### src/hw/rtl/cmpcal_pkg.sv
// Shared types, constants and arctangent table for the compass heading block.
`default_nettype none

package cmpcal_pkg;

   localparam int unsigned SAMPLE_W  = 16;
   localparam int unsigned RANGE_W   = 17;
   localparam int unsigned DIFF_W    = 18;
   localparam int unsigned VEC_W     = 2 * DIFF_W;
   localparam int unsigned HEADING_W = 16;
   localparam int unsigned TABLE_LEN = 24;

   localparam logic [31:0] ATAN_TURN32 [TABLE_LEN] = '{
      32'd536870912, 32'd316933406, 32'd167458907, 32'd85004756, 32'd42667331,
      32'd21354465, 32'd10679838, 32'd5340245, 32'd2670163, 32'd1335087,
      32'd667544, 32'd333772, 32'd166886, 32'd83443, 32'd41721, 32'd20860,
      32'd10430, 32'd5215, 32'd2607, 32'd1303, 32'd651, 32'd325, 32'd162, 32'd81
   };

   typedef struct packed {
      logic valid;
      logic calibrated;
      logic zero_vec;
   } cmpcal_ctl_type;

   typedef struct packed {
      logic [HEADING_W-1:0] heading;
      logic                 calibrated;
   } cmpcal_rsp_type;

   // Rounds the arctangent of step i (2^32 per turn) half up to the angle width.
   function automatic logic [31:0] atan_step(input int unsigned step,
                                             input int unsigned angle_bits);
      int unsigned sh;
      sh = 32 - angle_bits;
      return (ATAN_TURN32[step] + (32'd1 << (sh - 1))) >> sh;
   endfunction

endpackage

`default_nettype wire

### src/hw/rtl/cmpcal_outbuf.sv
// Two-entry result buffer that decouples the pipeline from the result channel.
`default_nettype none

module cmpcal_outbuf (
   input  wire logic                       clock,
   input  wire logic                       reset,
   input  wire logic                       push,
   input  wire cmpcal_pkg::cmpcal_rsp_type push_data,
   output logic                            space,
   input  wire logic                       pop_ready,
   output logic                            out_valid,
   output cmpcal_pkg::cmpcal_rsp_type      out_data
);
   import cmpcal_pkg::*;

   cmpcal_rsp_type slot_ff [2];
   logic           wr_ptr_ff, wr_ptr_in;
   logic           rd_ptr_ff, rd_ptr_in;
   logic [1:0]     count_ff, count_in;
   logic           pop;

   assign out_valid = (count_ff != 2'd0);
   assign out_data  = slot_ff[rd_ptr_ff];
   assign space     = (count_ff != 2'd2);
   assign pop       = out_valid && pop_ready;

   always_comb begin
      wr_ptr_in = push ? !wr_ptr_ff : wr_ptr_ff;
      rd_ptr_in = pop ? !rd_ptr_ff : rd_ptr_ff;
      count_in  = count_ff + {1'b0, push} - {1'b0, pop};
   end

   always_ff @(posedge clock) begin
      if (reset) begin
         wr_ptr_ff <= 1'b0;
         rd_ptr_ff <= 1'b0;
         count_ff  <= 2'd0;
      end else begin
         wr_ptr_ff <= wr_ptr_in;
         rd_ptr_ff <= rd_ptr_in;
         count_ff  <= count_in;
      end
   end

   always_ff @(posedge clock) begin
      if (push) begin
         slot_ff[wr_ptr_ff] <= push_data;
      end
   end

endmodule

`default_nettype wire

### config.mk
export PLATFORM = sky130hd
export DESIGN_NAME = cmpcal_outbuf
export DESIGN_NICKNAME = d
export VERILOG_FILES = /design/src/hw/rtl/cmpcal_pkg.sv /design/src/hw/rtl/cmpcal_outbuf.sv
export SDC_FILE = /design/constraint.sdc
export NUM_CORES = 1
export LEC_CHECK = 0
export BUFFER_PORTS_ARGS = -buffer_cell sky130_fd_sc_hd__buf_4
export CORE_MARGIN = 2
export CORE_UTILIZATION = 51
export DETAILED_ROUTE_END_ITERATION = 6
export PLACE_DENSITY = 0.8
export REMOVE_ABC_BUFFERS = 1
export SYNTH_ARGS = -nofsm -noshare
export SYNTH_HDL_FRONTEND = slang
export SYNTH_SLANG_ARGS = --single-unit
### constraint.sdc
create_clock -name clock -period 1.8 [get_ports clock]
set_clock_uncertainty 0.05 [all_clocks]
set_input_delay 0.27 -clock clock [delete_from_list [all_inputs] [get_ports clock]]
set_output_delay 0.27 -clock clock [all_outputs]
set_load 0.05 [all_outputs]
==> flow_metrics.tcl <==
set metrics [dict create \
    synth_top_area_share 0.6749 \
    r2r_slack_ns 0.34 \
    dp_cells 149 \
    io_buffer_count 39 \
    placed_cell_area_um2 1874 \
    tritoncts "built" \
    setup_tns_ns 0 \
    htreeDepth 2 \
    synth.area.top_cells "edfxtp_1, mux2_4, mux2_1, dfxtp_1, ha_1" \
    critPathCaptureType "output pin" \
    synthMostInstantiatedCell "edfxtp_1" \
    dieHeight_um 58.46 \
    finalInstanceArea_um2 1977 \
    fillers 184 \
    clkTransAtPathRegs_ns 0.13 \
    die-width_um 58.46 \
    max_stage_delay_ns 0.40 \
    worstSetupStartpointType "register" \
    clk_latency_ns 0.34 \
    grt_overflow_total 0 \
    critical_path.top_delay_family "flip-flops" \
    worstMarginPinSlew_ns 0.3267 \
    p_total_mw 2.643 \
    numCtsBuffers 5 \
    grt_max_degree 15 \
    r2r_end "count_ff[1]" \
    maxSlewViolCount 0 \
    hold_viol 0 \
    synth-edff-count 34 \
    grt.total_usage 0.1554 \
    holdPathEnd "slot_ff[0][13]" \
    critPathMaxFanout 5 \
    post-route-period-util 0.9499 \
    yosysTopAreaCell "edfxtp_1" \
    drtIter0Drc 9 \
    drc_errors 0 \
    rsz0062_at_grt "false" \
    start_util 0.5439 \
    postRouteAntennaNets 0 \
    avgSynthCellArea_um2 19.90 \
    async_flop_share 0 \
    yosysSeqAreaShare 0.7411 \
    synth-seq-cells 39 \
    irDropWorstVdd_v 0.001041 \
    drive_above_1_share 0.5118 \
    gp_congestion 0.6579 \
    final_core_util 0.7108 \
    period_minus_slack_ns 1.710 \
    syn-cell-area_um2 1513 \
    routed_wl_mm 2.509 \
    die_area_um2 3418 \
    rows 19 \
    synth_commonest_cells "edfxtp_1, mux2_4, mux2_1" \
    synth_flop_cell "edfxtp_1" \
    post-cts-setup-buffer-count 0 \
    wl_per_cell_um 15.88 \
    cp.required_ns 1.48 \
    dr_total_vias 817 \
    maxSlewHeadroom 0.7822 \
    worst_path_max_delay_cell "dfxtp_4" \
    synth_warnings 0 \
    io_pins 40 \
    min_from "push_data[13]" \
    fmax_ghz 0.5848 \
    dr.pass1.iters 4 \
    cts-root-buf "clkbuf_4" \
    power.leakage_nw 0.7965 \
    dp_hpwl_mm 1.844 \
    critPathKind "reg2out" \
    core_um2 2781 \
    arrival_ns 1.39 \
    crit_path_cell_trace "buf_6 -> mux2_1 -> buf_4" \
    hp-class "in2reg" \
    grt_pass1_vias 853 \
    grt_pass1_wl_mm 3.732 \
    nNetsFinal 149 \
    r2r-start "count_ff[1]" \
    postSynthCellCount 76 \
    cap_violations 0 \
    r2r_cells 6 \
    synth_cell_type_count 15 \
    clock_path_buffers 2 \
    final_cells 158 \
    antenna_found_initial 0 \
    p_per_area_nw_per_um2 1337 \
    whs_path_depth 1 \
    diodes 0 \
    via_per_inst 5.171 \
    setup_viol 0 \
    status "finished, final reports clean" \
    cts_sinks 39 \
    path_buf_inv 2 \
    syn2layout_area_growth_pct 30.69 \
]
logic make-up (layout without fill, tap and decap cells):
group,count (synthesis),in the layout,share of synthesized area
adder cells (fa/ha/maj),2,2,0.01654
flip-flops,39,39,0.7411
XOR/XNOR,2,2,0.02068
multiplexers,19,19,0.1663
buffers and inverters,4,55,0.01985
AO/OA/AOI/OAI,1,1,0.004965
AND/OR/NAND/NOR,9,9,0.03061
timing repair:
action | 4_1_cts | 5_1_grt
endpoints found under the setup margin | 4 | 5
hold buffers | 0 | 0
gates resized for setup | 1 | 4
cloned | 0 | 1
cell usage in the layout (no fill, tap or decap), drive strengths merged:
cell type  instances
edfxtp            34
clkbuf             6
xnor2              1
nand2              1
or2                1
clkinvlp           1
nor2b              3
and2               1
ha                 2
o21a               1
inv                2
nor2               3
buf               44
xnor3              1
dfxtp              5
clkinv             2
mux2              19
stage by stage:
step | setup WS (ns) | hold slack (ns)
after floorplan | 0.1217 | 0.2916
after global placement | 0.3853 | 0.4048
after global routing | 0.02689 | 0.02310
after CTS | 0.02149 | 0.03722
after detailed placement | 0.3639 | 0.4090
final | 0.09014 | 0.05156
sequential cells by signal, indices dropped and copies added (netlist names), named ones only:
register and flops:
rd_ptr_ff 1, slot_ff 34, wr_ptr_ff 1, count_ff 2
cell type report:
cell class	instances	area (um2)	area share
sequential	39	1125	0.5690
inverter	2	7.507	0.003797
clock inverter	3	25.02	0.01266
timing repair buffer	45	379.1	0.1918
multi-input combinational	33	364.1	0.1842
clock buffer	5	37.54	0.01899
tap	31	38.79	0.01962
power breakdown:
part / internal (mW) / switching, mW / leakage [nW]
registers: 1.08 / 0.0484 / 0.361
clock network: 0.156 / 0.299 / 0.0314
logic: 0.448 / 0.614 / 0.404
how the worst max path moves through the flow:
stage / start / endpoint / slack (ns) / depth (start not counted)
after floorplan: register / out_data[0] / 0.12 / 1
after global placement: register / out_data[16] / 0.39 / 3
after detailed placement: count_ff[1] / count_ff[1] / 0.36 / 6
after CTS: register / out_data[5] / 0.02 / 3
after global routing: register / out_data[5] / 0.03 / 3
final: register / out_data[1] / 0.09 / 3
metal layers:
metal  up-vias  wire (um)  global-route usage
met1       394        954              0.1692
li1        388          -                   -
met2        33       1337              0.2552
met5         -          0                   0
met3         2        192             0.07253
met4         0         24             0.07641
(Power assumes the default switching activity.)
