`src/hw/rtl/cmpcal_pkg.sv`:
```
// Shared types, constants and arctangent table for the compass heading block.
`default_nettype none

package cmpcal_pkg;

   localparam int unsigned SAMPLE_W  = 16;
   localparam int unsigned RANGE_W   = 17;
   localparam int unsigned DIFF_W    = 18;
   localparam int unsigned VEC_W     = 2 * DIFF_W;
   localparam int unsigned HEADING_W = 16;
   localparam int unsigned TABLE_LEN = 24;

   localparam logic [31:0] ATAN_TURN32 [TABLE_LEN] = '{
      32'd536870912, 32'd316933406, 32'd167458907, 32'd85004756, 32'd42667331,
      32'd21354465, 32'd10679838, 32'd5340245, 32'd2670163, 32'd1335087,
      32'd667544, 32'd333772, 32'd166886, 32'd83443, 32'd41721, 32'd20860,
      32'd10430, 32'd5215, 32'd2607, 32'd1303, 32'd651, 32'd325, 32'd162, 32'd81
   };

   typedef struct packed {
      logic valid;
      logic calibrated;
      logic zero_vec;
   } cmpcal_ctl_type;

   typedef struct packed {
      logic [HEADING_W-1:0] heading;
      logic                 calibrated;
   } cmpcal_rsp_type;

   // Rounds the arctangent of step i (2^32 per turn) half up to the angle width.
   function automatic logic [31:0] atan_step(input int unsigned step,
                                             input int unsigned angle_bits);
      int unsigned sh;
      sh = 32 - angle_bits;
      return (ATAN_TURN32[step] + (32'd1 << (sh - 1))) >> sh;
   endfunction

endpackage

`default_nettype wire

```
`src/hw/rtl/cmpcal_cell.sv`:
```
// One registered CORDIC vectoring cell of the arctangent chain.
`default_nettype none

module cmpcal_cell #(
   parameter int unsigned STEP       = 0,
   parameter int unsigned ANGLE_BITS = 16
) (
   input  wire logic                                clock,
   input  wire logic                                reset,
   input  wire logic                                en,
   input  wire cmpcal_pkg::cmpcal_ctl_type          up_ctl,
   input  wire logic signed [cmpcal_pkg::VEC_W-1:0] up_x,
   input  wire logic signed [cmpcal_pkg::VEC_W-1:0] up_y,
   input  wire logic [ANGLE_BITS-1:0]               up_z,
   output cmpcal_pkg::cmpcal_ctl_type               dn_ctl,
   output logic signed [cmpcal_pkg::VEC_W-1:0]      dn_x,
   output logic signed [cmpcal_pkg::VEC_W-1:0]      dn_y,
   output logic [ANGLE_BITS-1:0]                    dn_z
);
   import cmpcal_pkg::*;

   localparam logic [ANGLE_BITS-1:0] ATAN = ANGLE_BITS'(atan_step(STEP, ANGLE_BITS));

   cmpcal_ctl_type          ctl_ff;
   logic signed [VEC_W-1:0] x_ff, y_ff, x_in, y_in;
   logic [ANGLE_BITS-1:0]   z_ff, z_in;

   always_comb begin
      if (!up_y[VEC_W-1]) begin
         x_in = up_x + (up_y >>> STEP);
         y_in = up_y - (up_x >>> STEP);
         z_in = up_z + ATAN;
      end else begin
         x_in = up_x - (up_y >>> STEP);
         y_in = up_y + (up_x >>> STEP);
         z_in = up_z - ATAN;
      end
   end

   always_ff @(posedge clock) begin
      if (reset) begin
         ctl_ff <= '0;
      end else if (en) begin
         ctl_ff <= up_ctl;
      end
   end

   always_ff @(posedge clock) begin
      if (en) begin
         x_ff <= x_in;
         y_ff <= y_in;
         z_ff <= z_in;
      end
   end

   assign dn_ctl = ctl_ff;
   assign dn_x   = x_ff;
   assign dn_y   = y_ff;
   assign dn_z   = z_ff;

endmodule

`default_nettype wire

```
`config.mk`:
```
export PLATFORM = sky130hd
export DESIGN_NAME = cmpcal_cell
export DESIGN_NICKNAME = d
export VERILOG_FILES = /design/src/hw/rtl/cmpcal_pkg.sv /design/src/hw/rtl/cmpcal_cell.sv
export SDC_FILE = /design/constraint.sdc
export NUM_CORES = 1
export LEC_CHECK = 0
export ABC_AREA = 0
export BUFFER_PORTS_ARGS = -buffer_cell sky130_fd_sc_hd__buf_2
export CAP_MARGIN = 40
export CORE_AREA = 2 2 122 154
export CTS_BUF_LIST = sky130_fd_sc_hd__clkbuf_16
export DETAILED_ROUTE_END_ITERATION = 8
export DIE_AREA = 0 0 124 156
export GPL_ROUTABILITY_DRIVEN = 0
export GPL_TIMING_DRIVEN = 0
export PLACE_DENSITY_LB_ADDON = 0.05
export SYNTH_ARGS = -nofsm -noshare
export SYNTH_HDL_FRONTEND = slang
export SYNTH_SLANG_ARGS = --single-unit
```
`constraint.sdc`:
```
create_clock -name clock -period 3.9 [get_ports clock]
set_clock_uncertainty 0.1 [all_clocks]
set_input_delay 0.78 -clock clock [delete_from_list [all_inputs] [get_ports clock]]
set_output_delay 0.78 -clock clock [all_outputs]
set_load 0.02 [all_outputs]
```
==> results of run 1 <==
==> Yosys cell counts, types with 8 or more instances <==
library cell  instances  area share
a21oi_1             122       0.068
inv_1               107       0.045
ha_1                105        0.15
nor2_1               89       0.037
edfxtp_1             87        0.29
o21ai_0              72       0.040
xnor2_1              59       0.058
nand2_1              57       0.024
o21bai_1             30       0.025
clkbuf_1             25       0.010
a21o_1               24       0.020
nor3_1               21       0.012
mux2i_1              20       0.022
nand4_1              17       0.012
nor2b_1              17       0.012
buf_2                13      0.0073
nand3_1              13      0.0073
a211oi_1             12       0.010
o31ai_1              11      0.0092
xor2_1               11       0.011
buf_1                 9      0.0038
a221oi_1              8      0.0078
nand2b_1              8      0.0056
o211ai_1              8      0.0067
==> metal layers <==
layer / track usage / share of wire / routed length (um) / up-vias
li1: - / - / - / 4159
met1: 0.369 / 0.40 / 11400 / 4077
met2: 0.459 / 0.46 / 13000 / 489
met3: 0.0450 / 0.088 / 2480 / 93
met4: 0.143 / 0.048 / 1350 / 0
met5: 0 / 0 / 0 / -
==> logic make-up (layout without fill, tap and decap cells) <==
family                   Yosys count  count (layout)  share of synthesized area
XOR/XNOR                          70              70                     0.0684
buffers and inverters            161             363                     0.0707
flip-flops                        90              90                      0.298
multiplexers                      20              20                     0.0223
AND/OR/NAND/NOR                  249             249                      0.131
AO/OA/AOI/OAI                    357             357                      0.254
adder cells (fa/ha/maj)          109             109                      0.156
==> worst paths after layout <==
path,startpoint,end,slack (ns),cells after the start
setup reg to reg,dn_ctl[0],dn_ctl[0],3.17,2
hold / removal,dn_ctl[2],dn_ctl[2],0.40,2
hold reg to reg,dn_ctl[2],dn_ctl[2],0.40,2
setup / recovery,up_x[0],dn_y[32],0.06,12
==> power by group through the flow <==
stage | clock network [mW] | registers (mW) | logic (mW)
2_1_floorplan | 0 | 1.51 | 0.796
3_3_place_gp | 0 | 1.31 | 1.48
5_1_grt | 0.976 | 1.30 | 1.65
3_5_place_dp | 0 | 1.31 | 1.49
4_1_cts | 0.946 | 1.29 | 1.50
6_report | 0.926 | 1.29 | 1.53
==> sequential cells by signal, summed over array words and instances, names as in the netlist <==
register,cells
dn_ctl,3
dn_x,36
dn_y,35
dn_z,16
==> area by class of cell <==
type,count,area [um2]
clock inverter,7,76.3
inverter,110,413
sequential,90,2670
multi-input combinational,805,5690
fill,1744,7340
buffer,51,221
tap,228,285
timing repair buffer,186,966
clock buffer,9,225
==> critical path, cell delays in order <==
cell	delay, ns
buf_2	0.12
ha_1	0.23
fa_1	0.43
nor2b_1	0.17
o21ai_1	0.18
a32oi_1	0.22
a31o_2	0.35
a21oi_1	0.30
o221ai_1	0.37
a31o_2	0.36
a32oi_1	0.25
xor2_1	0.10
==> what timing repair did <==
item	CTS	global route
buffers inserted	0	0
gates resized for setup	1	11
endpoints found under the setup margin	1	9
endpoints found under the hold margin	0	0
==> impl_metrics.yaml, run 1 <==
route:
  totalWireLength_um: 28200
  ant_nets: 0
  drtIter0Drc: 679
  num_vias: 8818
  drt_pre_antenna_iters: 7
  wl_per_cell_um: 19.0
  vias_per_cell: 5.93
  route.detailed.drc: 0
timing:
  rsz0062_at_grt: "false"
  finalSetupTns_ns: 0
  slew_viol_final: 0
  fin_crit_sh: 0.985
  hold_viol_final: 0
  timing.final.ws_setup_ns: 0.0598
  period_minus_slack_ns: 3.84
  worst_pin_slew_ns: 0.877
  max_freq_mhz: 260
  slew_headroom: 0.415
  setup_viol: 0
  hold_slack_ns: 0.396
critical_path:
  path_class: "in -> reg"
  required_ns: 3.91
  arrival_ns: 3.85
  crit_path_end_kind: "register"
  worstPathMaxFanout: 4
  startpoint_type: "input pin"
synthesis:
  async_flop_share: 0
  yosys_most_used_dff: "edfxtp_1"
  synth.distinct_cells: 70
  ys_ff_latch: 90
  synth_edf_count: 87
  synth_area_um2: 8960
  synth_cells: 1056
  syn_area_per_cell_um2: 8.48
  ys_seq_area_frac: 0.298
  syn_nets: 1259
  ys_warn_count: 0
die:
  initial_utilization: 0.501
  io_pins: 185
  core_region_area_um2: 17900
  dieArea_um2: 19300
  placement_rows: 55
  chipHeight_um: 156
  die_x_um: 124
place:
  postPlaceCellArea_um2: 10200
  detailed_place_hpwl_um: 22200
  place_ws_ns: -0.366
  place_inst: 1470
  portBuffers: 184
clocking:
  h-tree-depth: 3
  cts_num_sinks: 90
  clk_pin_slew_ns: 0.08
  holdBufCountCts: 0
  cts-buffers-inserted: 9
  cts_tree: "done"
  clock_latency_ns: 0.35
  clockBufferDepth: 2
  clockRootBuffer: "clkbuf_16"
grt:
  overflow: 0
  grt_usage: 0.286
  grt_max_degree: 55
  antenna_found_initial: 0
  grt_pass1_vias: 8151
  grt_pass1_wl_um: 42600
power_and_ir_drop:
  clockPowerShare: 0.247
  pwr-share-seq: 0.344
  p_int_mw: 2.30
  vdd_drop_max_mv: 0.220
  netSwitchingFraction: 0.387
  p_sw_mw: 1.45
  p_leak_nw: 4.73
  power_mw: 3.74
  comb_power_share: 0.409
  p_per_area_nw_per_um2: 355
status:
  status: "complete, no violations"
layout:
  drive_above_1_share: 0.192
  syn_to_final_growth_pct: 17.8
  final_net_count: 1456
  fin_area_um2: 10600
  final_util: 0.590
  mostFrequentLayoutCell: "buf_2"
  num_antenna_cells: 0
  layout_common_cells: "buf_2 (196), a21oi_1 (120), inv_1 (107), ha_1 (105), nor2_1 (88)"
  layout.cells.non_filler: 1486
min_path:
  hold_path.class: "reg -> reg"
job:
  maxCapViolations: 0
Note: power is estimated with default switching activity, not from simulation.
==> run 2: changes to the inputs <==
Settings changed: SETUP_SLACK_MARGIN from default to 0.3.
==> run 2 against run 1 <==
Non-clock buffer count rose by 3. Final cell count rose by 0.20%. Routed wire length rose by 1.2%. Global-route usage rose by 0.11 points. Largest cell class unchanged. Via count rose by 0.99%. First-iteration DRC count fell by 0.74%. Sequential share of layout area fell by 0.43 points. Sequential power barely moved. Total power rose by 1.1%.
==> impl_metrics.yaml, run 2 (synthesized netlist as in run 1, its figures left out) <==
route:
  vias_per_cell: 5.98
  drt_pre_antenna_iters: 5
  ant_nets: 0
  wl_per_cell_um: 19.1
  num_vias: 8905
  totalWireLength_um: 28500
  drtIter0Drc: 674
  route.detailed.drc: 0
layout:
  num_antenna_cells: 0
  drive_above_1_share: 0.216
  syn_to_final_growth_pct: 19.8
  layout.cells.non_filler: 1489
  final_net_count: 1459
  mostFrequentLayoutCell: "buf_2"
  largest_reg_flops: 36
  final_util: 0.600
  layout_common_cells: "buf_2 (196), a21oi_1 (118), inv_1 (107), ha_1 (105), edfxtp_1 (87)"
place:
  detailed_place_hpwl_um: 22200
  place_inst: 1470
  portBuffers: 184
  place_ws_ns: -0.366
clocking:
  clk_pin_slew_ns: 0.06
  cts-buffers-inserted: 9
  clockBufferDepth: 2
  clock_latency_ns: 0.35
  clockRootBuffer: "clkbuf_16"
  cts_num_sinks: 90
  h-tree-depth: 3
  cts_tree: "done"
die:
  dieArea_um2: 19300
  initial_utilization: 0.501
  placement_rows: 55
  core_region_area_um2: 17900
  chipHeight_um: 156
  die_x_um: 124
  io_pins: 185
critical_path:
  cpPeakStageDelay_ns: 0.38
  path_class: "in -> reg"
  cp_slowest_cell: "fa_2"
  crit_buf_inv: 2
  required_ns: 3.88
  cp_top_family: "compound AO/OA/AOI/OAI gates"
  crit_chain: "buf_2 -> ha_1 -> fa_2 -> nor2b_1 -> o21ai_2 -> a32oi_4 -> a31oi_4 -> buf_4 -> o211ai_1 -> a21o_1 -> a211oi_2 -> o22ai_1 -> xnor2_1"
  startpoint_type: "input pin"
  arrival_ns: 3.55
  crit_path_end_kind: "register"
  worstPathMaxFanout: 3
  reg2reg_slack_ns: 3.17
power_and_ir_drop:
  p_per_area_nw_per_um2: 352
  p_leak_nw: 4.78
  vdd_drop_max_mv: 0.218
grt:
  grt_pass1_vias: 8182
  busiest_layer: "met2"
  grt_pass1_wl_um: 42800
  grt_usage: 0.287
  met3_usage: 0.0442
  gr-usage-met1: 0.370
  antenna_found_initial: 0
  use_met2: 0.462
  grt_max_degree: 55
  overflow: 0
timing:
  slew_viol_final: 0
  period_minus_slack_ns: 3.57
  hold_slack_ns: 0.396
  max_freq_mhz: 280
  slew_headroom: 0.415
  timing.final.ws_setup_ns: 0.332
  worst_pin_slew_ns: 0.877
  setup_viol: 0
  finalSetupTns_ns: 0
  hold_viol_final: 0
  rsz0062_at_grt: "true"
  fin_crit_sh: 0.915
job:
  maxCapViolations: 0
min_path:
  hold_path.class: "reg -> reg"
status:
  status: "complete, no violations"
run 2: cell count changes in the layout (fill, tap and decap cells not counted), moves of 4 or more:
cell,delta
o21ai_1,+4
clkbuf_2,+4
clkbuf_1,-4
o21ai_0,-6
run 2: area by class of cell:
class | instances | area [um2]
buffer | 51 | 226
clock buffer | 9 | 225
clock inverter | 7 | 76.3
fill | 1733 | 7160
inverter | 110 | 414
multi-input combinational | 805 | 5850
sequential | 90 | 2670
tap | 228 | 285
timing repair buffer | 189 | 988
run 2: what timing repair did:
action,4_1_cts,5_1_grt
pin swaps,2,8
resized for setup,14,40
setup buffers,0,3
hold buffers,0,0
endpoints found under the setup margin,10,19
run 2: final timing paths:
| kind | from | end | cells after the start |
|---|---|---|---|
| worst min register to register | dn_ctl[2] | dn_ctl[2] | 2 |
| worst min-delay path | dn_ctl[2] | dn_ctl[2] | 2 |
| worst max register to register | dn_ctl[0] | dn_ctl[0] | 2 |
| worst max-delay path | up_x[0] | dn_x[30] | 13 |
run 2: through the flow:
step	cell area [um2]	total power, mW
after global placement	10200	2.79
after floorplan	8960	2.31
final	10700	3.78
after CTS	10600	3.75
after global routing	10700	3.97
after detailed placement	10200	2.80
run 2: where the power goes:
part | switching, mW | leakage (nW) | internal (mW)
combinational | 1.02 | 3.76 | 0.554
clock | 0.421 | 0.144 | 0.502
sequential | 0.0306 | 0.876 | 1.26
total | 1.47 | 4.78 | 2.31
run 2: routing by layer:
layer,vias up,part of all wire
met3,94,0.083
met1,4155,0.41
met5,-,0
met4,0,0.045
li1,4174,-
met2,482,0.46
run 2: worst reg2reg max path, delay by kind of cell, from the launching register on:
kind	cells	cell delay (ns)
flops	1	0.32
simple gates	1	0.06
mux	1	0.14
==> run 3: changes to the inputs <==
Settings changed: CORE_AREA 2 2 122 154 to 2 2 136 138, DIE_AREA 0 0 124 156 to 0 0 138 140, SKIP_CTS_REPAIR_TIMING from default to 1.
==> run 3 against run 2 <==
Via count up 0.64%. Global-route usage decreased by 0.081 points. Design area barely moved. First-iteration DRC count is 44% higher. Final cell count did not move. Largest cell class unchanged. Critical endpoint is now dn_y[27]. Flip-flop and latch count stayed put. Die area shrank 0.12%. Routed wire length grew 0.16%. Count of clock-buffer cells in the layout is the same. Non-clock buffer count fell by 1. Sequential share of layout area about the same. Total power decreased by 0.33%. Critical path type unchanged. Largest power group unchanged.
==> impl_metrics.yaml, run 3 (synthesized netlist as in run 1, its figures left out) <==
clocking:
  cts-buffers-inserted: 9
  h-tree-depth: 3
  cts_num_sinks: 90
  cts_tree: "done"
  clockRootBuffer: "clkbuf_16"
  clk_pin_slew_ns: 0.06
  clock_latency_ns: 0.36
  clockBufferDepth: 2
timing:
  slew_headroom: 0.402
  period_minus_slack_ns: 3.55
  worst_pin_slew_ns: 0.897
  slew_viol_final: 0
  hold_viol_final: 0
  fin_crit_sh: 0.910
  rsz0062_at_grt: "true"
  finalSetupTns_ns: 0
  setup_viol: 0
  max_freq_mhz: 282
route:
  vias_per_cell: 6.02
  num_vias: 8962
  route.detailed.drc: 0
  ant_nets: 0
  drtIter0Drc: 969
  totalWireLength_um: 28600
  drt_pre_antenna_iters: 6
  wl_per_cell_um: 19.2
power_and_ir_drop:
  p_per_area_nw_per_um2: 351
  power_mw: 3.77
  p_leak_nw: 4.78
  vdd_drop_max_mv: 0.241
layout:
  seq_area_um2: 2670
  mostFrequentLayoutCell: "buf_2"
  layout_common_cells: "buf_2 (194), a21oi_1 (116), inv_1 (108), ha_1 (105)"
  final_net_count: 1458
  multi_input_area_um2: 5850
  fill_cells: 1662
  syn_to_final_growth_pct: 19.9
  largest_reg_flops: 36
  final_util: 0.604
  drive_above_1_share: 0.216
  fin_area_um2: 10700
  num_antenna_cells: 0
grt:
  grt_pass1_wl_um: 44300
  grt_pass1_vias: 8304
  grt_max_degree: 60
  grt_usage: 0.286
  overflow: 0
  antenna_found_initial: 0
critical_path:
  crit-reg2reg-launch: "dn_ctl[1]"
  required_ns: 3.91
  cp-startpoint: "up_x[12]"
  crit_path_end_kind: "register"
  path_class: "in -> reg"
  arrival_ns: 3.56
  startpoint_type: "input pin"
  worstPathMaxFanout: 10
place:
  portBuffers: 184
  detailed_place_hpwl_um: 21900
  postPlaceCellArea_um2: 10200
die:
  io_pins: 185
  dieArea_um2: 19300
  die_x_um: 138
  placement_rows: 49
  initial_utilization: 0.504
  chipHeight_um: 140
  core_region_area_um2: 17800
min_path:
  hold_path.class: "reg -> reg"
  hold_start: "dn_ctl[2]"
status:
  status: "complete, no violations"
job:
  maxCapViolations: 0
## run 3: cell count changes in the layout (fill, tap and decap cells not counted), moves of 2 or more
| cell | before | now |
|---|---|---|
| a21oi_1 | 118 | 116 |
| buf_2 | 196 | 194 |
| clkbuf_4 | 0 | 2 |
| clkinv_1 | 3 | 1 |
| clkinv_4 | 2 | 0 |
| clkinvlp_4 | 1 | 3 |
| o21ai_0 | 66 | 68 |
| o21ai_1 | 7 | 5 |
## run 3: critical path, cell delays in order
cell and delay (ns):
buf_2 0.11, inv_1 0.04, ha_1 0.33, buf_4 0.19, a21oi_1 0.20, o21ai_0 0.22
a221oi_2 0.35, nand3_1 0.19, a41oi_2 0.28, o21ai_2 0.14, a2111oi_2 0.42, a211oi_1 0.12
xnor2_1 0.18
## run 3: report_power, final
group / switching (mW) / internal, mW / leakage [nW]
combinational: 1.02 / 0.555 / 3.76
clock: 0.405 / 0.497 / 0.147
sequential: 0.0337 / 1.26 / 0.876
## run 3: per-layer routing
layer  GRT usage  vias to the layer above  wire length, um  share of wire
met5           0                        -                0              0
met4       0.112                        0             1040          0.037
met3      0.0356                       88             2690          0.094
met2       0.437                      554            12200           0.43
met1       0.413                     4146            12600           0.44
li1            -                     4174                -              -
## run 3: worst paths after layout
path	endpoint	slack, ns	cells after the start
worst min-delay path	dn_ctl[2]	0.39	2
worst max register to register	dn_ctl[1]	3.20	2
worst max-delay path	dn_y[27]	0.35	13
worst min register to register	dn_ctl[2]	0.39	2
## run 3: final cells by class
type	instances	area share
flip-flops and latches	90	0.249
multi-input cells	805	0.545
plain buffers	51	0.0216
repair buffers	188	0.0913
inverters	110	0.0391
well taps	229	0.0267
clock buffers	9	0.0210
clock inverters	7	0.00641
## run 3: stage by stage
stage / instances / hold slack [ns] / worst slack, ns
5_1_grt: 1489 / 0.427 / 0.261
3_3_place_gp: 1469 / 0.372 / -0.370
4_1_cts: 1487 / 0.394 / -0.0337
3_5_place_dp: 1471 / 0.378 / -0.396
6_report: 1489 / 0.385 / 0.350
2_1_floorplan: 1056 / 0.479 / 0.572
