--- src/hw/rtl/cmpcal_pkg.sv ---
// Shared types, constants and arctangent table for the compass heading block.
`default_nettype none

package cmpcal_pkg;

   localparam int unsigned SAMPLE_W  = 16;
   localparam int unsigned RANGE_W   = 17;
   localparam int unsigned DIFF_W    = 18;
   localparam int unsigned VEC_W     = 2 * DIFF_W;
   localparam int unsigned HEADING_W = 16;
   localparam int unsigned TABLE_LEN = 24;

   localparam logic [31:0] ATAN_TURN32 [TABLE_LEN] = '{
      32'd536870912, 32'd316933406, 32'd167458907, 32'd85004756, 32'd42667331,
      32'd21354465, 32'd10679838, 32'd5340245, 32'd2670163, 32'd1335087,
      32'd667544, 32'd333772, 32'd166886, 32'd83443, 32'd41721, 32'd20860,
      32'd10430, 32'd5215, 32'd2607, 32'd1303, 32'd651, 32'd325, 32'd162, 32'd81
   };

   typedef struct packed {
      logic valid;
      logic calibrated;
      logic zero_vec;
   } cmpcal_ctl_type;

   typedef struct packed {
      logic [HEADING_W-1:0] heading;
      logic                 calibrated;
   } cmpcal_rsp_type;

   // Rounds the arctangent of step i (2^32 per turn) half up to the angle width.
   function automatic logic [31:0] atan_step(input int unsigned step,
                                             input int unsigned angle_bits);
      int unsigned sh;
      sh = 32 - angle_bits;
      return (ATAN_TURN32[step] + (32'd1 << (sh - 1))) >> sh;
   endfunction

endpackage

`default_nettype wire

--- src/hw/rtl/cmpcal_track.sv ---
// Min/max calibration tracker with centering and range stage.
`default_nettype none

module cmpcal_track (
   input  wire logic                                  clock,
   input  wire logic                                  reset,
   input  wire logic                                  en,
   input  wire logic                                  take,
   input  wire logic signed [cmpcal_pkg::SAMPLE_W-1:0] x_sample,
   input  wire logic signed [cmpcal_pkg::SAMPLE_W-1:0] y_sample,
   input  wire logic                                  clear_calibration,
   output cmpcal_pkg::cmpcal_ctl_type                 ctl,
   output logic signed [cmpcal_pkg::DIFF_W-1:0]       xc2,
   output logic signed [cmpcal_pkg::DIFF_W-1:0]       yc2,
   output logic [cmpcal_pkg::RANGE_W-1:0]             rx,
   output logic [cmpcal_pkg::RANGE_W-1:0]             ry
);
   import cmpcal_pkg::*;

   logic signed [SAMPLE_W-1:0] x_low_ff, x_high_ff, y_low_ff, y_high_ff;
   logic signed [SAMPLE_W-1:0] x_low_in, x_high_in, y_low_in, y_high_in;
   logic [RANGE_W-1:0]         rx_ff, ry_ff, rx_in, ry_in;
   logic signed [DIFF_W-1:0]   xc2_ff, yc2_ff, xc2_in, yc2_in;
   cmpcal_ctl_type             ctl_ff, ctl_in;

   always_comb begin
      x_low_in  = x_low_ff;
      x_high_in = x_high_ff;
      y_low_in  = y_low_ff;
      y_high_in = y_high_ff;
      if (clear_calibration) begin
         x_low_in  = '0;
         x_high_in = '0;
         y_low_in  = '0;
         y_high_in = '0;
      end else begin
         if (x_sample < x_low_ff) begin
            x_low_in = x_sample;
         end else if (x_sample > x_high_ff) begin
            x_high_in = x_sample;
         end
         if (y_sample < y_low_ff) begin
            y_low_in = y_sample;
         end else if (y_sample > y_high_ff) begin
            y_high_in = y_sample;
         end
      end
      rx_in = RANGE_W'({x_high_in[SAMPLE_W-1], x_high_in} - {x_low_in[SAMPLE_W-1], x_low_in});
      ry_in = RANGE_W'({y_high_in[SAMPLE_W-1], y_high_in} - {y_low_in[SAMPLE_W-1], y_low_in});
      xc2_in = {x_sample[SAMPLE_W-1], x_sample, 1'b0}
               - ({{2{x_high_in[SAMPLE_W-1]}}, x_high_in} + {{2{x_low_in[SAMPLE_W-1]}}, x_low_in});
      yc2_in = {y_sample[SAMPLE_W-1], y_sample, 1'b0}
               - ({{2{y_high_in[SAMPLE_W-1]}}, y_high_in} + {{2{y_low_in[SAMPLE_W-1]}}, y_low_in});
      ctl_in.valid      = take;
      ctl_in.calibrated = !clear_calibration && (rx_in != '0) && (ry_in != '0);
      ctl_in.zero_vec   = 1'b0;
   end

   always_ff @(posedge clock) begin
      if (reset) begin
         x_low_ff  <= '0;
         x_high_ff <= '0;
         y_low_ff  <= '0;
         y_high_ff <= '0;
      end else if (take) begin
         x_low_ff  <= x_low_in;
         x_high_ff <= x_high_in;
         y_low_ff  <= y_low_in;
         y_high_ff <= y_high_in;
      end
   end

   always_ff @(posedge clock) begin
      if (reset) begin
         ctl_ff <= '0;
      end else if (en) begin
         ctl_ff <= ctl_in;
      end
   end

   always_ff @(posedge clock) begin
      if (en) begin
         rx_ff  <= rx_in;
         ry_ff  <= ry_in;
         xc2_ff <= xc2_in;
         yc2_ff <= yc2_in;
      end
   end

   assign ctl = ctl_ff;
   assign xc2 = xc2_ff;
   assign yc2 = yc2_ff;
   assign rx  = rx_ff;
   assign ry  = ry_ff;

endmodule

`default_nettype wire

--- config.mk ---
export PLATFORM = sky130hd
export DESIGN_NAME = cmpcal_track
export DESIGN_NICKNAME = d
export VERILOG_FILES = /design/src/hw/rtl/cmpcal_pkg.sv /design/src/hw/rtl/cmpcal_track.sv
export SDC_FILE = /design/constraint.sdc
export NUM_CORES = 1
export LEC_CHECK = 0
export ABC_AREA = 0
export BUFFER_PORTS_ARGS = -buffer_cell sky130_fd_sc_hd__buf_2
export CAP_MARGIN = 15
export CORE_MARGIN = 5
export CORE_UTILIZATION = 48
export DETAILED_ROUTE_END_ITERATION = 8
export PLACE_DENSITY = 0.69
export SYNTH_ARGS = -nofsm -noshare
export SYNTH_HDL_FRONTEND = slang
export SYNTH_SLANG_ARGS = --single-unit
export TNS_END_PERCENT = 100
--- constraint.sdc ---
create_clock -name clock -period 5.4 [get_ports clock]
set_clock_uncertainty 0.2 [all_clocks]
set_input_delay 0.27 -clock clock [delete_from_list [all_inputs] [get_ports clock]]
set_output_delay 0.27 -clock clock [all_outputs]
set_load 0.1 [all_outputs]
==> load_flow_metrics.sql, run 1 <==
INSERT INTO impl_metrics (metric_group, metric, value, unit) VALUES
('outcome', 'status', 'finished with violations', ''),
('outcome', 'failed_checks', 'setup timing', ''),
('synth', 'synth_seq_area_share', '29.0', '%'),
('drt', 'detail_route.first_pass.iterations', '5', ''),
('clock_network', 'cts_made_buffers', '17', ''),
('final_layout', 'antenna_diodes', '0', ''),
('setup_path', 'worst_path_dominant_cell_family', 'simple AND/OR/NAND/NOR gates', ''),
('sta', 'max_freq', '0.181', 'GHz'),
('final_layout', 'nets_finish', '1951', ''),
('sta', 'hold_viol_final', '0', ''),
('drt', 'antenna_violating_nets_post_route', '0', ''),
('clock_network', 'insertion_delay', '430', 'ps'),
('sta', 'finalMaxSlewViolations', '0', ''),
('synth', 'yosys_warnings', '0', ''),
('placed_design', 'hpwlAfterDp', '26500', 'um'),
('sta', 'worstMarginPinSlew', '844', 'ps'),
('synth', 'synthCells', '1367', ''),
('sta', 'setup_violations', '1', ''),
('setup_path', 'arrival_time_of_the_worst_setup_path', '5650', 'ps'),
('synth', 'synth_cell_types', '85', ''),
('floorplanning', 'floorplan.io_pins', '110', ''),
('synth', 'yosys_reg_bits', '136', ''),
('clock_network', 'cts_hold_buffers', '0', ''),
('synth', 'netlist_top_cells_area', 'sky130_fd_sc_hd__edfxtp_1 (18%), sky130_fd_sc_hd__ha_1 (17%), sky130_fd_sc_hd__dfxtp_1 (11%)', ''),
('global_routing', 'vias_in_the_first_global_route', '10738', ''),
('synth', 'post_synth.cell_area_avg', '8.64', 'um^2'),
('sta', 'fin_worst_hold_slack', '49.7', 'ps'),
('synth', 'mappedNetlistArea', '11800', 'um^2'),
('final_layout', 'final_util', '66.5', '%'),
('synth', 'synthTopCellsByCount', 'sky130_fd_sc_hd__nor2_1 (240), sky130_fd_sc_hd__ha_1 (162), sky130_fd_sc_hd__inv_1 (148)', ''),
('setup_path', 'required', '5520', 'ps'),
('setup_path', 'critical_path.startpoint_type', 'register', ''),
('final_layout', 'post_route_cells_drive_above_1_share', '34.9', '%'),
('drt', 'detail_route.wirelength', '36400', 'um'),
('sta', 'rsz_0062_raised_after_global_routing', 'true', ''),
('synth', 'synth_nets', '1597', ''),
('global_routing', 'antenna_found_initial', '1', ''),
('drt', 'detail_route.drc_violations', '0', ''),
('floorplanning', 'core_area', '24200', 'um^2'),
('floorplanning', 'die_x', '167', 'um'),
('sta', 'period_minus_slack', '5540', 'ps'),
('setup_path', 'timing.critical_path.slowest_cell_delay', '520', 'ps'),
('power', 'power_leakage', '6.78', 'nW'),
('drt', 'drt-wirelength-per-cell', '17.7', 'um'),
('min_path', 'min-delay-path-class', 'in -> reg', ''),
('clock_network', 'tritoncts', 'done', ''),
('global_routing', 'gr-usage-all-layers', '24.4', '%'),
('global_routing', 'grt_pass1_wl', '55500', 'um'),
('final_layout', 'layout-area-overhead-vs-synth', '36.6', '%'),
('drt', 'first_drt_iteration_drcs', '999', ''),
('setup_path', 'crit_path_max_fanout', '6', ''),
('synth', 'yosysTopAreaCell', 'sky130_fd_sc_hd__edfxtp_1', ''),
('drt', 'drt-vias-per-instance', '5.44', ''),
('drt', 'dr_total_vias', '11188', ''),
('global_routing', 'grt_max_degree', '73', ''),
('synth', 'synth_largest_type_area_fraction', '17.8', '%'),
('setup_path', 'ff2ff_setup_slack', '-140', 'ps'),
('global_routing', 'grt_remaining_overflow', '0', ''),
('synth', 'cell_with_the_most_instances_after_synthesis', 'sky130_fd_sc_hd__nor2_1', ''),
('synth', 'synth_enable_flop_cells', '70', ''),
('clock_network', 'cts_htree_levels', '4', ''),
('sta', 'maxSlewHeadroom', '43.7', '%'),
('floorplanning', 'fp-row-count', '57', ''),
('floorplanning', 'dieArea', '27800', 'um^2'),
('setup_path', 'worst-path-buf-inv', '4', ''),
('global_routing', 'm1_gr_usage', '35.5', '%'),
('floorplanning', 'initial_utilization', '48.7', '%'),
('placed_design', 'port_buffers', '108', ''),
('clock_network', 'path_clk_slew', '60', 'ps'),
('synth', 'synth_flop_cell', 'sky130_fd_sc_hd__edfxtp_1', ''),
('sta', 'worst_slack', '-138', 'ps');
-- metrics by stage --
stage	setup TNS (ps)	worst slack, ps	total power, mW	std cells	area, um^2
floorplan	0	12.6	3.51	1367	11900
global placement	-1200	-591	4.23	1989	14400
detailed placement	-1780	-671	4.27	1989	14400
CTS	-256	-256	5.56	2036	15300
global route	-992	-348	6.05	2058	16100
finish	-138	-138	5.78	2058	16100
-- repair_timing --
action / 4_1_cts / 5_1_grt
setup endpoints to repair: 6 / 15
cloned: 1 / 1
resized for setup: 46 / 148
pin swaps: 19 / 83
buffers inserted: 14 / 22
-- final timing paths --
| kind | from | endpoint | cells after the start |
|---|---|---|---|
| hold reg to reg | y_low_ff[13] | y_low_ff[13] | 2 |
| setup / recovery | x_high_ff[14] | ctl[1] | 24 |
| hold / removal | x_sample[0] | xc2[0] | 2 |
| setup reg to reg | x_high_ff[14] | ctl[1] | 24 |
-- power by group --
part	switching [mW]	total, mW	leakage, nW	internal (mW)
Combinational	2.15	3.21	5.26	1.06
Clock	0.494	1.21	0.292	0.720
Sequential	0.0395	1.36	1.23	1.32
Total	2.68	5.78	6.78	3.10
-- area by class of cell --
cell class	instances	area [um^2]
clock buffer	22	474
clock inverter	10	118
fill	1902	8110
inverter	149	559
multi-input combinational	1040	8530
sequential	136	3450
tap	324	405
timing repair buffer	377	2610
-- worst reg2reg max path, cell delays in order, from the launching register on --
cell and delay (ps):
sky130_fd_sc_hd__dfxtp_1 390, sky130_fd_sc_hd__inv_1 70, sky130_fd_sc_hd__ha_1 310, sky130_fd_sc_hd__nand4_1 160, sky130_fd_sc_hd__nor2_1 180, sky130_fd_sc_hd__a2bb2oi_2 180
sky130_fd_sc_hd__nand4b_1 240, sky130_fd_sc_hd__a21bo_4 320, sky130_fd_sc_hd__mux2i_1 140, sky130_fd_sc_hd__nor2_1 150, sky130_fd_sc_hd__inv_1 90, sky130_fd_sc_hd__ha_1 350
sky130_fd_sc_hd__nor2b_1 170, sky130_fd_sc_hd__a21oi_2 140, sky130_fd_sc_hd__o41ai_2 90, sky130_fd_sc_hd__buf_4 160, sky130_fd_sc_hd__o31ai_4 190, sky130_fd_sc_hd__a221oi_2 110
sky130_fd_sc_hd__a31oi_2 240, sky130_fd_sc_hd__buf_4 160, sky130_fd_sc_hd__xnor2_1 90, sky130_fd_sc_hd__or4_1 520, sky130_fd_sc_hd__or4_4 450, sky130_fd_sc_hd__o31ai_4 270
sky130_fd_sc_hd__a31oi_1 60
-- cell families (layout without fill, tap and decap cells) --
group | count (synthesis) | after routing | share of synthesized area [%]
AND/OR/NAND/NOR | 436 | 436 | 17.5
AO/OA/AOI/OAI | 302 | 303 | 16.3
adder cells (fa/ha/maj) | 193 | 193 | 22.4
buffers and inverters | 192 | 558 | 6.30
flip-flops | 136 | 136 | 29.0
XOR/XNOR | 55 | 55 | 4.08
multiplexers | 52 | 52 | 4.43
other | 1 | 1 | 0.0318
-- placed cells by master, fill, tap and decap left out, types with 9 or more instances in the layout --
| master | Yosys | layout |
|---|---|---|
| sky130_fd_sc_hd__o21ai_1 | 12 | 17 |
| sky130_fd_sc_hd__nand2b_1 | 18 | 17 |
| sky130_fd_sc_hd__nand3_1 | 20 | 19 |
| sky130_fd_sc_hd__buf_2 | 1 | 108 |
| sky130_fd_sc_hd__nor4_1 | 10 | 9 |
| sky130_fd_sc_hd__nor3_1 | 17 | 17 |
| sky130_fd_sc_hd__inv_2 | 1 | 18 |
| sky130_fd_sc_hd__fa_1 | 31 | 30 |
| sky130_fd_sc_hd__mux2i_1 | 50 | 48 |
| sky130_fd_sc_hd__ha_4 | 0 | 32 |
| sky130_fd_sc_hd__o21ai_0 | 39 | 25 |
| sky130_fd_sc_hd__xnor2_1 | 42 | 41 |
| sky130_fd_sc_hd__o21ai_2 | 1 | 9 |
| sky130_fd_sc_hd__edfxtp_1 | 70 | 70 |
| sky130_fd_sc_hd__buf_6 | 1 | 10 |
| sky130_fd_sc_hd__dfxtp_1 | 66 | 47 |
| sky130_fd_sc_hd__buf_4 | 4 | 258 |
| sky130_fd_sc_hd__dfxtp_2 | 0 | 19 |
| sky130_fd_sc_hd__nand2_1 | 38 | 38 |
| sky130_fd_sc_hd__xor2_1 | 13 | 13 |
| sky130_fd_sc_hd__clkbuf_16 | 0 | 17 |
| sky130_fd_sc_hd__nand4_1 | 11 | 11 |
| sky130_fd_sc_hd__or2_2 | 31 | 27 |
| sky130_fd_sc_hd__inv_1 | 148 | 131 |
| sky130_fd_sc_hd__ha_1 | 162 | 124 |
| sky130_fd_sc_hd__a21oi_1 | 140 | 127 |
| sky130_fd_sc_hd__nor2_1 | 240 | 229 |
| sky130_fd_sc_hd__a21oi_2 | 3 | 16 |
| sky130_fd_sc_hd__nor2b_1 | 10 | 9 |
-- metal layers --
layer / up-vias / routed length, um
li1: 5454 / -
met1: 5323 / 17000
met2: 363 / 16500
met3: 46 / 2470
met4: 2 / 442
met5: - / 7
-- registers in the layout (all words and copies together), names as in the netlist --
signal,cells
xc2,18
ctl,2
x_low_ff,16
y_high_ff,16
rx,17
x_high_ff,16
yc2,18
ry,17
y_low_ff,16
Power figures use the tool's default switching activity.
==> run 2, diff against run 1 <==
--- a/config.mk
+++ b/config.mk
@@ -11,6 +11,8 @@
 export CORE_MARGIN = 5
 export CORE_UTILIZATION = 48
 export DETAILED_ROUTE_END_ITERATION = 8
+export GPL_ROUTABILITY_DRIVEN = 0
+export GPL_TIMING_DRIVEN = 0
 export PLACE_DENSITY = 0.69
 export SYNTH_ARGS = -nofsm -noshare
 export SYNTH_HDL_FRONTEND = slang
==> run 2 against run 1 <==
Effect of this change:
- the run still ends with setup timing left
- sequential share of layout area increased by 2.0 points
- clock-buffer cell count decreased by 3
- non-clock buffer count decreased by 159
- first-iteration DRC count decreased by 0.80%
- global-route usage decreased by 0.48 points
- combinational power decreased by 5%
==> load_flow_metrics.sql, run 2 (synthesized netlist as in run 1, its figures left out) <==
INSERT INTO impl_metrics (metric_group, metric, value, unit) VALUES
('clock_network', 'insertion_delay', '430', 'ps'),
('sta', 'hold_viol_final', '0', ''),
('clock_network', 'cts_made_buffers', '17', ''),
('global_routing', 'antenna_found_initial', '1', ''),
('floorplanning', 'dieArea', '27800', 'um^2'),
('job', 'drv.max_cap_violation_count', '0', ''),
('sta', 'max_freq', '0.175', 'GHz'),
('sta', 'finalMaxSlewViolations', '0', ''),
('global_routing', 'grt_pass1_wl', '53700', 'um'),
('setup_path', 'worstReg2RegStart', 'x_high_ff[5]', ''),
('setup_path', 'crit_path_max_fanout', '6', ''),
('sta', 'worstMarginPinSlew', '720', 'ps'),
('global_routing', 'vias_in_the_first_global_route', '10101', ''),
('floorplanning', 'core_area', '24200', 'um^2'),
('drt', 'drt-wirelength-per-cell', '18.5', 'um'),
('final_layout', 'nets_finish', '1791', ''),
('power', 'vdd.ir_drop.worst', '0.245', 'mV'),
('global_routing', 'grt_max_degree', '58', ''),
('global_routing', 'grtUsageMet2', '37.1', '%'),
('global_routing', 'm1_gr_usage', '34.2', '%'),
('setup_path', 'slowest_stage', 'sky130_fd_sc_hd__or4_4', ''),
('floorplanning', 'floorplan.io_pins', '110', ''),
('floorplanning', 'die_x', '167', 'um'),
('floorplanning', 'die-height', '167', 'um'),
('setup_path', 'critical_path.startpoint_type', 'register', ''),
('placed_design', 'hpwlAfterDp', '25000', 'um'),
('global_routing', 'grt_remaining_overflow', '0', ''),
('setup_path', 'end_kind', 'register', ''),
('placed_design', 'port_buffers', '106', ''),
('sta', 'period_minus_slack', '5700', 'ps'),
('final_layout', 'final_common_cell', 'sky130_fd_sc_hd__nor2_1', ''),
('floorplanning', 'fp-row-count', '57', ''),
('placed_design', 'post-place-ws', '-1430', 'ps'),
('sta', 'setup_violations', '3', ''),
('outcome', 'failed_checks', 'setup timing', ''),
('final_layout', 'layout-area-overhead-vs-synth', '25.4', '%'),
('clock_network', 'cts_root_cell', 'sky130_fd_sc_hd__clkbuf_16', ''),
('final_layout', 'post_route_cells_drive_above_1_share', '25.6', '%'),
('setup_path', 'critical_path.startpoint', 'x_high_ff[5]', ''),
('global_routing', 'gr-usage-all-layers', '24.0', '%'),
('setup_path', 'timing.critical_path.slowest_cell_delay', '480', 'ps'),
('clock_network', 'path_clk_slew', '70', 'ps'),
('setup_path', 'arrival_time_of_the_worst_setup_path', '5810', 'ps'),
('power', 'power-per-cell-area', '378', 'nW/um^2'),
('final_layout', 'antenna_diodes', '0', ''),
('setup_path', 'setup.worst_path.class', 'reg -> reg', ''),
('min_path', 'min-delay-path-class', 'in -> reg', ''),
('sta', 'maxSlewHeadroom', '52.0', '%'),
('setup_path', 'cell_chain_critical_path', 'inv_2 > ha_4 > a211o_1 > a21oi_4 > a2bb2oi_2 > a211o_1 > a21bo_4 > clkbuf_16 > mux2i_1 > nor2_1 > inv_2 > ha_4 > a221oi_4 > o41ai_4 > o31ai_4 > a221oi_4 > xor2_2 > nor4b_2 > nand2b_1 > or4_4 > or4_4 > o31ai_4 > a31oi_1', ''),
('sta', 'rsz_0062_raised_after_global_routing', 'true', ''),
('clock_network', 'max-clock-path-buffers', '2', ''),
('sta', 'final.period_utilization', '106', '%'),
('placed_design', 'dp_cells', '1798', ''),
('drt', 'first_drt_iteration_drcs', '991', ''),
('final_layout', 'post_layout_nonfiller_instances', '1898', ''),
('clock_network', 'numClockSinks', '136', ''),
('setup_path', 'required', '5510', 'ps'),
('drt', 'detail_route.drc_violations', '0', ''),
('power', 'power_leakage', '5.92', 'nW'),
('floorplanning', 'initial_utilization', '48.7', '%'),
('global_routing', 'grt-busiest-layer', 'met2', ''),
('clock_network', 'tritoncts', 'done', ''),
('drt', 'drt-vias-per-instance', '5.70', ''),
('outcome', 'status', 'finished with violations', ''),
('drt', 'dr_total_vias', '10819', ''),
('clock_network', 'cts_htree_levels', '4', ''),
('global_routing', 'groute.layer.met3.usage', '5.02', '%'),
('min_path', 'launch_instance_of_the_worst_min_delay_path', 'en', ''),
('drt', 'detail_route.wirelength', '35100', 'um'),
('drt', 'antenna_violating_nets_post_route', '0', ''),
('sta', 'worst_slack', '-300', 'ps'),
('final_layout', 'most-common-layout-cells', 'sky130_fd_sc_hd__nor2_1 (232), sky130_fd_sc_hd__inv_1 (139), sky130_fd_sc_hd__ha_1 (135)', ''),
('drt', 'detail_route.first_pass.iterations', '5', '');
run 2: final cells by class:
type                            instances  area (um^2)
Fill cell                            2026         9440
Multi-Input combinational cell       1039         8410
Sequential cell                       136         3450
Timing Repair Buffer                  178         1150
Inverter                              149          559
Clock buffer                           19          443
Tap cell                              324          405
Buffer                                 40          239
Clock inverter                         13          145
run 2: critical path: cells and delay by family, from the launching register on:
family	cells	cell delay [ps]
AO/OA/AOI/OAI	11	2450
AND/OR/NAND/NOR	5	1450
adder cells (fa/ha/maj)	2	470
flip-flops	1	350
buffers and inverters	3	310
XOR/XNOR	1	210
multiplexers	1	120
run 2: per-stage QoR:
stage          power [mW]  setup TNS [ps]  util [%]  hold WS (ps)  area, um^2
2_1_floorplan        3.51               0         -           182       11900
3_3_place_gp         3.97          -12290      52.7           270       12800
3_5_place_dp         4.00          -13390      52.9           278       12800
4_1_cts              5.44            -720      58.5          42.6       14200
5_1_grt              5.87           -1340      61.1          46.7       14800
6_report             5.61            -406      61.1          38.3       14800
run 2: power by group:
part           internal, mW  total, mW  switching, mW
Combinational         0.936       3.06           2.12
Sequential             1.31       1.35         0.0386
Clock                 0.697       1.19          0.495
Total                  2.95       5.61           2.66
run 2: timing repair:
item	in CTS	in global routing
gates cloned	1	0
gates resized for setup	104	99
setup endpoints to repair	25	18
pin swaps	29	44
hold buffers	0	0
buffers inserted	47	26
run 2: worst paths after layout:
kind	end	slack [ps]	cells after the start
setup / recovery	ctl[1]	-300	23
hold reg to reg	ctl[2]	290	2
hold / removal	xc2[5]	40	1
setup reg to reg	ctl[1]	-300	23
run 2: routing by layer:
layer  share of wire (%)  up-vias
li1                    -     5133
met1                  45     5147
met2                  44      464
met3                 8.4       73
met4                 2.4        2
met5               0.037        -
